File: config.mk
export PLATFORM = sky130hd
export DESIGN_NAME = match_context_line_window
export DESIGN_NICKNAME = d
export VERILOG_FILES = /design/src/sv/mcw_pkg.sv /design/src/sv/match_context_line_window.sv /design/src/sv/mcw_ring.sv /design/src/sv/mcw_ctrl.sv
export SDC_FILE = /design/constraint.sdc
export NUM_CORES = 2
export LEC_CHECK = 0
export BUFFER_PORTS_ARGS = -buffer_cell sky130_fd_sc_hd__buf_2
export CAP_MARGIN = 30
export CORE_MARGIN = 4
export CORE_UTILIZATION = 30
export CTS_CLUSTER_SIZE = 40
export DETAILED_ROUTE_END_ITERATION = 12
export PLACE_DENSITY = 0.45
export SYNTH_ARGS = -nofsm -noshare
export SYNTH_HDL_FRONTEND = slang
export SYNTH_HIERARCHICAL = 1
export SYNTH_SLANG_ARGS = --single-unit
File: constraint.sdc
create_clock -name clk -period 8.21 [get_ports clk]
set_input_delay 2.463 -clock clk [delete_from_list [all_inputs] [get_ports clk]]
set_output_delay 2.463 -clock clk [all_outputs]
set_load 0.02 [all_outputs]
File: src/sv/mcw_pkg.sv
// shared types and constants for the match context line window
package mcw_pkg;

  // request kinds
  localparam logic REQ_LINE  = 1'b0;
  localparam logic REQ_FLUSH = 1'b1;

  // configuration register indexes
  localparam logic CFG_BEFORE = 1'b0;
  localparam logic CFG_AFTER  = 1'b1;

  localparam int HANDLE_W = 32;
  localparam int LENGTH_W = 16;
  localparam int BEFORE_W = 5;
  localparam int AFTER_W  = 6;
  localparam int CFG_W    = 6;

  // input word
  typedef struct packed {
    logic                req_type;
    logic [HANDLE_W-1:0] line_handle;
    logic [LENGTH_W-1:0] line_length;
    logic                is_match;
  } mcw_req_t;

  // result word
  typedef struct packed {
    logic [HANDLE_W-1:0] out_handle;
    logic [LENGTH_W-1:0] out_length;
    logic                out_is_match_line;
    logic                last_of_window;
  } mcw_rsp_t;

  // one stored line record
  typedef struct packed {
    logic [HANDLE_W-1:0] handle;
    logic [LENGTH_W-1:0] length;
  } mcw_line_t;

  // readout flags that travel alongside the ring read data
  typedef struct packed {
    logic valid;
    logic is_match;
    logic last;
  } mcw_tag_t;

endpackage

File: src/sv/match_context_line_window.sv
// top level of the match context line window
//
// Collects line records (handle and length) around the first matching line.
// Input words are offered with start and taken at a clock edge where start is
// high and busy is low. A line word is stored in the ring in that cycle unless
// it does not match, no match is held and before_lines is zero; lines are
// taken one per cycle while busy is low. A flush word closes the window.
// When the window completes (after_lines trailing lines, a full ring, or a
// flush after a match) busy rises and stays high until every line in the
// window (1 to RING_DEPTH lines) is read out. The sequencer reads one ring
// entry per cycle through the single read port. The first word passes the
// sequencer's address register and the registered ring read, then one word
// per cycle, oldest first, each marked by result_valid for exactly one cycle.
// last_of_window marks the final word; busy is low from then on.
// Results cannot be held off. Configuration writes (cfg_we, cfg_index,
// cfg_data) take effect at once; the user must make them while the block is
// idle, as the block does not enforce it. Reset clears the window and both
// registers but not the ring, and no ring entry is read before it is written.
module match_context_line_window import mcw_pkg::*; #(
  parameter int RING_DEPTH = 64
) (
  input  logic             clk,
  input  logic             rst,
  input  logic             start,
  output logic             busy,
  input  mcw_req_t         req,
  input  logic             cfg_we,
  input  logic             cfg_index,
  input  logic [CFG_W-1:0] cfg_data,
  output logic             result_valid,
  output mcw_rsp_t         result
);

  localparam int PTR_W = $clog2(RING_DEPTH);

  logic [BEFORE_W-1:0] before_lines;
  logic [AFTER_W-1:0]  after_lines;
  logic                accept;
  logic                wr_en;
  logic [PTR_W-1:0]    wr_addr;
  mcw_line_t           wr_data;
  logic                rd_en;
  logic [PTR_W-1:0]    rd_addr;
  mcw_line_t           rd_data;
  mcw_tag_t            tag;

  assign accept = start && !busy;

  // configuration registers
  always_ff @(posedge clk) begin
    if (rst) begin
      before_lines <= '0;
      after_lines  <= '0;
    end else if (cfg_we) begin
      case (cfg_index)
        CFG_BEFORE: before_lines <= cfg_data[BEFORE_W-1:0];
        CFG_AFTER:  after_lines  <= cfg_data[AFTER_W-1:0];
        default:    ;
      endcase
    end
  end

  mcw_ctrl #(
    .RING_DEPTH(RING_DEPTH)
  ) u_ctrl (
    .clk         (clk),
    .rst         (rst),
    .accept      (accept),
    .req         (req),
    .before_lines(before_lines),
    .after_lines (after_lines),
    .busy        (busy),
    .wr_en       (wr_en),
    .wr_addr     (wr_addr),
    .wr_data     (wr_data),
    .rd_en       (rd_en),
    .rd_addr     (rd_addr),
    .tag         (tag)
  );

  mcw_ring #(
    .RING_DEPTH(RING_DEPTH)
  ) u_ring (
    .clk    (clk),
    .wr_en  (wr_en),
    .wr_addr(wr_addr),
    .wr_data(wr_data),
    .rd_en  (rd_en),
    .rd_addr(rd_addr),
    .rd_data(rd_data)
  );

  // result word from the ring read and its flags
  assign result_valid = tag.valid;
  assign result = '{out_handle:        rd_data.handle,
                    out_length:        rd_data.length,
                    out_is_match_line: tag.is_match,
                    last_of_window:    tag.last};

  // a result word only follows a readout cycle
  a_result_after_busy: assert property (@(posedge clk) disable iff (rst)
    result_valid |-> $past(busy))
    else $error("result word without a readout cycle");

  // the final word of a window leaves the block idle
  a_last_idle: assert property (@(posedge clk) disable iff (rst)
    result_valid && result.last_of_window |-> !busy)
    else $error("busy after the final word of a window");

  // readout ends only on the final word of a window
  a_end_on_last: assert property (@(posedge clk) disable iff (rst)
    $fell(busy) && !$past(rst) |-> result_valid && result.last_of_window)
    else $error("readout ended without the final word");

endmodule

File: src/sv/mcw_ring.sv
// line record ring memory, one write and one registered read port
module mcw_ring import mcw_pkg::*; #(
  parameter int RING_DEPTH = 64
) (
  input  logic                          clk,
  input  logic                          wr_en,
  input  logic [$clog2(RING_DEPTH)-1:0] wr_addr,
  input  mcw_line_t                     wr_data,
  input  logic                          rd_en,
  input  logic [$clog2(RING_DEPTH)-1:0] rd_addr,
  output mcw_line_t                     rd_data
);

  mcw_line_t mem [RING_DEPTH];

  // write port
  always_ff @(posedge clk) begin
    if (wr_en) begin
      mem[wr_addr] <= wr_data;
    end
  end

  // registered read port
  always_ff @(posedge clk) begin
    if (rd_en) begin
      rd_data <= mem[rd_addr];
    end
  end

endmodule

File: src/sv/mcw_ctrl.sv
// window bookkeeping and readout sequencer for the match context window
module mcw_ctrl import mcw_pkg::*; #(
  parameter int RING_DEPTH = 64
) (
  input  logic                          clk,
  input  logic                          rst,
  input  logic                          accept,
  input  mcw_req_t                      req,
  input  logic [BEFORE_W-1:0]           before_lines,
  input  logic [AFTER_W-1:0]            after_lines,
  output logic                          busy,
  output logic                          wr_en,
  output logic [$clog2(RING_DEPTH)-1:0] wr_addr,
  output mcw_line_t                     wr_data,
  output logic                          rd_en,
  output logic [$clog2(RING_DEPTH)-1:0] rd_addr,
  output mcw_tag_t                      tag
);

  localparam int PTR_W = $clog2(RING_DEPTH);
  localparam int CNT_W = $clog2(RING_DEPTH + 1);
  localparam int SUM_W = CNT_W + 1;
  localparam int CMP_W = (CNT_W > BEFORE_W) ? CNT_W : BEFORE_W;
  localparam logic [PTR_W-1:0] LAST_PTR = PTR_W'(RING_DEPTH - 1);
  localparam logic [CNT_W-1:0] DEPTH_C  = CNT_W'(RING_DEPTH);
  localparam logic [SUM_W-1:0] DEPTH_S  = SUM_W'(RING_DEPTH);

  function automatic logic [PTR_W-1:0] ptr_inc(input logic [PTR_W-1:0] p);
    return (p == LAST_PTR) ? '0 : p + 1'b1;
  endfunction

  // advance a pointer by k places, k at most the depth
  function automatic logic [PTR_W-1:0] ptr_add(input logic [PTR_W-1:0] p,
                                              input logic [CNT_W-1:0] k);
    logic [SUM_W-1:0] s;
    s = SUM_W'(p) + SUM_W'(k);
    if (s >= DEPTH_S) begin
      s = s - DEPTH_S;
    end
    return s[PTR_W-1:0];
  endfunction

  // window state
  logic [PTR_W-1:0]   wp, wp_next;
  logic [PTR_W-1:0]   rp, rp_next;
  logic [CNT_W-1:0]   fill, fill_next;
  logic [AFTER_W-1:0] post, post_next;
  logic               mseen, mseen_next;
  logic [PTR_W-1:0]   mslot, mslot_next;

  // readout sequencer state
  logic               dumping;
  logic [PTR_W-1:0]   dpos;
  logic [CNT_W-1:0]   dleft;
  logic [PTR_W-1:0]   dslot;

  // window handed to the sequencer
  logic               emit;
  logic               clear;
  logic [PTR_W-1:0]   e_pos;
  logic [CNT_W-1:0]   e_cnt;
  logic [PTR_W-1:0]   e_slot;

  // helpers for one stored line
  logic               full;
  logic [PTR_W-1:0]   rp1;
  logic [CNT_W-1:0]   fill1;
  logic [CNT_W-1:0]   fill2;
  logic [CNT_W-1:0]   fill_inc;
  logic [AFTER_W-1:0] post_inc;

  assign busy    = dumping;
  assign wr_addr = wp;
  assign wr_data = '{handle: req.line_handle, length: req.line_length};
  assign rd_en   = dumping;
  assign rd_addr = dpos;

  // next window state for an accepted word
  always_comb begin
    full     = (fill == DEPTH_C);
    rp1      = full ? ptr_inc(rp) : rp;
    fill1    = full ? fill - 1'b1 : fill;
    fill2    = fill1 + 1'b1;
    fill_inc = fill + 1'b1;
    post_inc = post + 1'b1;

    wp_next    = wp;
    rp_next    = rp;
    fill_next  = fill;
    post_next  = post;
    mseen_next = mseen;
    mslot_next = mslot;
    wr_en      = 1'b0;
    emit       = 1'b0;
    clear      = 1'b0;
    e_pos      = rp;
    e_cnt      = fill;
    e_slot     = mslot;

    if (accept) begin
      if (req.req_type == REQ_FLUSH) begin
        emit  = mseen;
        clear = 1'b1;
      end else if (!mseen) begin
        if (req.is_match) begin
          // first match: store and mark it
          wr_en      = 1'b1;
          wp_next    = ptr_inc(wp);
          rp_next    = rp1;
          fill_next  = fill2;
          mslot_next = wp;
          mseen_next = 1'b1;
          e_pos      = rp1;
          e_cnt      = fill2;
          e_slot     = wp;
          if (after_lines == '0 || fill2 == DEPTH_C) begin
            emit  = 1'b1;
            clear = 1'b1;
          end
        end else if (before_lines == '0) begin
          // no leading context: drop everything held
          rp_next   = ptr_add(rp, fill);
          fill_next = '0;
        end else begin
          // leading context: store, then trim to before_lines
          wr_en   = 1'b1;
          wp_next = ptr_inc(wp);
          if (CMP_W'(fill2) > CMP_W'(before_lines)) begin
            rp_next   = ptr_add(rp1, CNT_W'(CMP_W'(fill2) - CMP_W'(before_lines)));
            fill_next = CNT_W'(before_lines);
          end else begin
            rp_next   = rp1;
            fill_next = fill2;
          end
        end
      end else begin
        // trailing context
        wr_en     = 1'b1;
        wp_next   = ptr_inc(wp);
        fill_next = fill_inc;
        post_next = post_inc;
        e_cnt     = fill_inc;
        if (post_inc >= after_lines || fill_inc == DEPTH_C) begin
          emit  = 1'b1;
          clear = 1'b1;
        end
      end

      if (clear) begin
        wp_next    = '0;
        rp_next    = '0;
        fill_next  = '0;
        post_next  = '0;
        mseen_next = 1'b0;
        mslot_next = '0;
      end
    end
  end

  // window registers
  always_ff @(posedge clk) begin
    if (rst) begin
      wp    <= '0;
      rp    <= '0;
      fill  <= '0;
      post  <= '0;
      mseen <= 1'b0;
      mslot <= '0;
    end else begin
      wp    <= wp_next;
      rp    <= rp_next;
      fill  <= fill_next;
      post  <= post_next;
      mseen <= mseen_next;
      mslot <= mslot_next;
    end
  end

  // readout sequencer, one ring read per cycle
  always_ff @(posedge clk) begin
    if (rst) begin
      dumping <= 1'b0;
    end else if (emit) begin
      dumping <= 1'b1;
    end else if (dumping && dleft == CNT_W'(1)) begin
      dumping <= 1'b0;
    end
  end

  always_ff @(posedge clk) begin
    if (emit) begin
      dpos  <= e_pos;
      dleft <= e_cnt;
      dslot <= e_slot;
    end else if (dumping) begin
      dpos  <= ptr_inc(dpos);
      dleft <= dleft - 1'b1;
    end
  end

  // flags aligned with the registered ring read
  always_ff @(posedge clk) begin
    if (rst) begin
      tag.valid <= 1'b0;
    end else begin
      tag.valid <= dumping;
    end
    tag.is_match <= (dpos == dslot);
    tag.last     <= (dleft == CNT_W'(1));
  end

endmodule
==> summary.txt <==
Yosys
  – Top cell type's share of synthesized area: 76.65%
  – Count of cell types in the netlist: 78
  – Mapped Avg Cell Area: 21.91 µm²
  – Post-synth net total: 5,707
  – Area leader, netlist: edfxtp_1
  – Gate Count Post-Synth: 5,613
  – #FFs+latches synth: 3,186
  – Main area contributors after synthesis: edfxtp_1 (77%), mux4_2 (14%), dfxtp_1 (0.77%)
  – Post-Synthesis Cell Area: 123,000 µm²
  – Most common flop cell mapped by yosys: edfxtp_1
  – Yosys warnings: 6
  – Seq/Total Area, Yosys: 77.41%
  – EDFF count, synth: 3,139
  – Async S/R FF share, synth: 0%

Floorplan
  – Placeable Area: 407,300 µm²
  – Die width: 648.3 µm
  – Die height: 648.3 µm
  – Ports: 113
  – Die area: 420,200 µm²
  – Initial Utilization: 30.20%
  – Row count: 234

Global route
  – Pin count of the biggest net entering global routing: 92
  – Grt ovf: 0
  – Initial antenna violation count: 35
  – Vias in the first global route: 60,246
  – GRT Overall Usage: 16.70%
  – First-pass GRT wire length: 495,500 µm

Finish
  – Area occupied by multi-input gates: 26,150 µm²
  – Fraction of layout cells with a size suffix above 1: 26.99%
  – Area grow syn2layout: 15.44%
  – Nets: 6,013
  – FILL cells: 37,640
  – Post-route cell area: 142,000 µm²
  – Final std cells w/o fill: 11,634
  – Core Util, Final: 34.86%
  – Register area: 95,210 µm²

Placed design
  – Port Buffers: 112
  – DP HPWL: 214,600 µm
  – Dpl ws: 1.644 ns
  – Routability-driven placement congestion ratio: 0.8010
  – Placed cell areas: 130,900 µm²
  – Placed Instances: 10,994

STA
  – Final Max Slew Viols: 0
  – Hold slack: 0.4970 ns
  – Final setup margin: 2.615 ns
  – RSZ-0062 raised after global routing: no
  – Slew @ Worst Pin: 1.160 ns
  – Skew final: 0.05378 ns
  – Setup_tns: 0 ns
  – Final setup violating endpoints: 0
  – Final critical-path share of the clock period: 68.15%
  – Fmax achieved: 178.7 MHz
  – Slew headroom: 22.69%
  – Final hold viol count: 0
  – Min Tclk post-route: 5.595 ns

Drt
  – DRT antenna net count: 0
  – WL/cell: 30.71 µm
  – DRT Pass-1 Iters: 6
  – Starting DRT DRC Count: 5,704
  – DR vias/cell: 5.083
  – Post-Route WL: 357,300 µm
  – Drc violations: 0
  – Via count: 59,136

Setup path
  – R2r startpoint: u_ctrl/fill[0]
  – Crit path launch: start
  – Critical Path End Type: flop
  – CP Max Fanout: 32
  – Max incr delay on CP: 0.85 ns
  – Slowest cell on crit path: nor2_1
  – Worst reg-to-reg path cell count: 18
  – Critical path class: in2reg
  – Reg2Reg Setup Slack: 3.22 ns
  – Setup crit start kind: primary input
  – CP required: 8.80 ns
  – Crit path buffers/inverters: 3
  – Worst EP arrival: 6.19 ns
  – RR Endpoint: u_ctrl/rp[5]
  – Cell family with most CP delay: simple AND/OR/NAND/NOR gates
  – Critical path, cell by cell: buf_2 -> nor2b_1 -> buf_4 -> nand2_1 -> nor2_1 -> nor2b_1 -> nand2_1 -> nor2_4 -> buf_12

Power
  – Static leakage: 43.60 nW
  – Pwr Density: 258.6 nW/µm²
  – Maximum vdd drop: 0.0001577 V
  – Design Power: 36.71 mW

Clock network
  – Post-CTS Hold Buffers: 0
  – CTS Buffer Depth: 4
  – TritonCTS clock tree: built
  – Clock sinks: 3,186
  – Htree depth: 5
  – Clk_lat worst skew: 0.94 ns
  – Clk Tree Root Cell: clkbuf_16
  – Setup Fix Bufs, Post-CTS: 0
  – TritonCTS Buffers: 350
  – Clock transition at path regs: 0.06 ns
  – Post-CTS Resized: 0

Hold path
  – Hold depth: 1
  – Hold Path Class: reg2reg
  – Hold Crit Endpoint: u_ctrl/post[1]
  – Worst Hold Launch: u_ctrl/post[1]

Run status
  – Status: finished, final reports clean

Job
  – Max_cap viols: 0
-- flip-flops by register name (all words and copies together), names as in the netlist --
name,count
u_ring/mem,3072
u_ctrl/mslot,6
u_ctrl/busy,1
u_ctrl/fill,7
u_ctrl/rp,6
u_ctrl/post,6
after_lines,6
u_ring/rd_data,48
u_ctrl/wr_addr,6
u_ctrl/tag,3
u_ctrl/mseen,1
before_lines,5
u_ctrl/dleft,7
u_ctrl/dslot,6
u_ctrl/rd_addr,6
-- Yosys cell counts (4+ instances only) --
cell type,instances
dfxtp_1,47
a22o_1,64
nand3_1,31
xnor2_1,26
edfxtp_1,3139
mux2i_1,80
xor2_1,14
nand3b_1,9
and2_1,4
mux2_2,20
or3b_2,5
buf_1,12
a31o_2,6
mux4_2,754
o21ai_0,31
ha_1,30
buf_4,109
o221ai_1,32
o22ai_1,124
o31ai_1,5
a22oi_1,74
nand4_1,4
inv_1,36
or2_2,4
nand2_1,105
a311oi_1,13
buf_6,17
nand2b_1,37
and3_1,6
a2bb2oi_1,4
buf_2,95
a211oi_1,34
a31oi_1,14
or3_1,6
o21bai_1,6
clkbuf_1,122
a21o_1,10
nor2_1,177
a21oi_1,118
a221oi_1,83
nor3_1,17
nor2b_1,33
-- cells in the final DEF (no fill, tap or decap), types with 34 or more instances in the layout --
cell type and instances:
buf_4 206, a21oi_1 118, o22ai_1 124, clkbuf_16 357
nand2_1 103, nor2_1 113, clkinv_2 66, nor2_4 64
a22oi_1 74, dfxtp_1 46, inv_1 36, a221oi_1 83
clkinv_1 75, a22o_1 64, buf_2 70, clkbuf_1 73
mux4_2 754, nand2b_1 34, edfxtp_1 3139, a211oi_1 34
mux2i_1 80
-- power by group --
part / switching (mW) / leakage (nW) / internal [mW] / total, mW
Combinational: 2.37 / 9.62 / 1.19 / 3.56
Clock: 6.38 / 5.37 / 8.78 / 15.2
Sequential: 0.0413 / 28.6 / 18.0 / 18.0
-- kinds of logic (layout without fill, tap and decap cells) --
family,count (synthesis),after routing,share of synthesized area [%]
flip-flops,3186,3186,77.41
AND/OR/NAND/NOR,449,449,1.708
adder cells (fa/ha/maj),33,33,0.3541
AO/OA/AOI/OAI,653,653,3.811
other,0,11,0
multiplexers,854,854,14.64
XOR/XNOR,42,42,0.3164
buffers and inverters,396,978,1.757
-- cell type report --
cell class                      instances  area share (%)
Antenna cell                           11         0.01939
Clock buffer                          430           6.486
Clock inverter                        198           1.237
Inverter                               36         0.09518
Multi-Input combinational cell       2031           18.42
Sequential cell                      3186           67.06
Tap cell                             5428           4.784
Timing Repair Buffer                  314           1.898
-- worst register-to-register path: cells and delay by family, from the launching register on --
family / cells / cell delay [ns]
and+or+nand+nor: 2 / 0.37
buffers and inverters: 2 / 0.40
xor gates and xnor gates: 1 / 0.17
DFF: 1 / 0.72
AOI/OAI and AO/OA: 10 / 2.07
adders and majority gates: 3 / 1.15
-- metal layers --
layer	wire length, µm	global-route usage, %	share of wire (%)	vias to the layer above
li1	-	-	-	24484
met1	152400	22.64	43	32573
met2	178700	28.36	50	1657
met3	16910	2.117	4.7	414
met4	9177	4.381	2.6	8
met5	55	0	0.015	-
-- how the worst max path moves through the flow --
stage / slack (ns) / endpoint / cells past startpoint
after floorplan: 0.66 / u_ring/mem[48][0] / 7
after global placement: 1.60 / u_ring/mem[42][14] / 9
after detailed placement: 1.64 / u_ring/mem[60][14] / 9
final: 2.61 / u_ring/mem[60][0] / 9
after CTS: 2.64 / u_ring/mem[60][0] / 9
after global routing: 2.46 / u_ring/mem[60][0] / 9
Note: power is estimated with default switching activity, not from simulation.
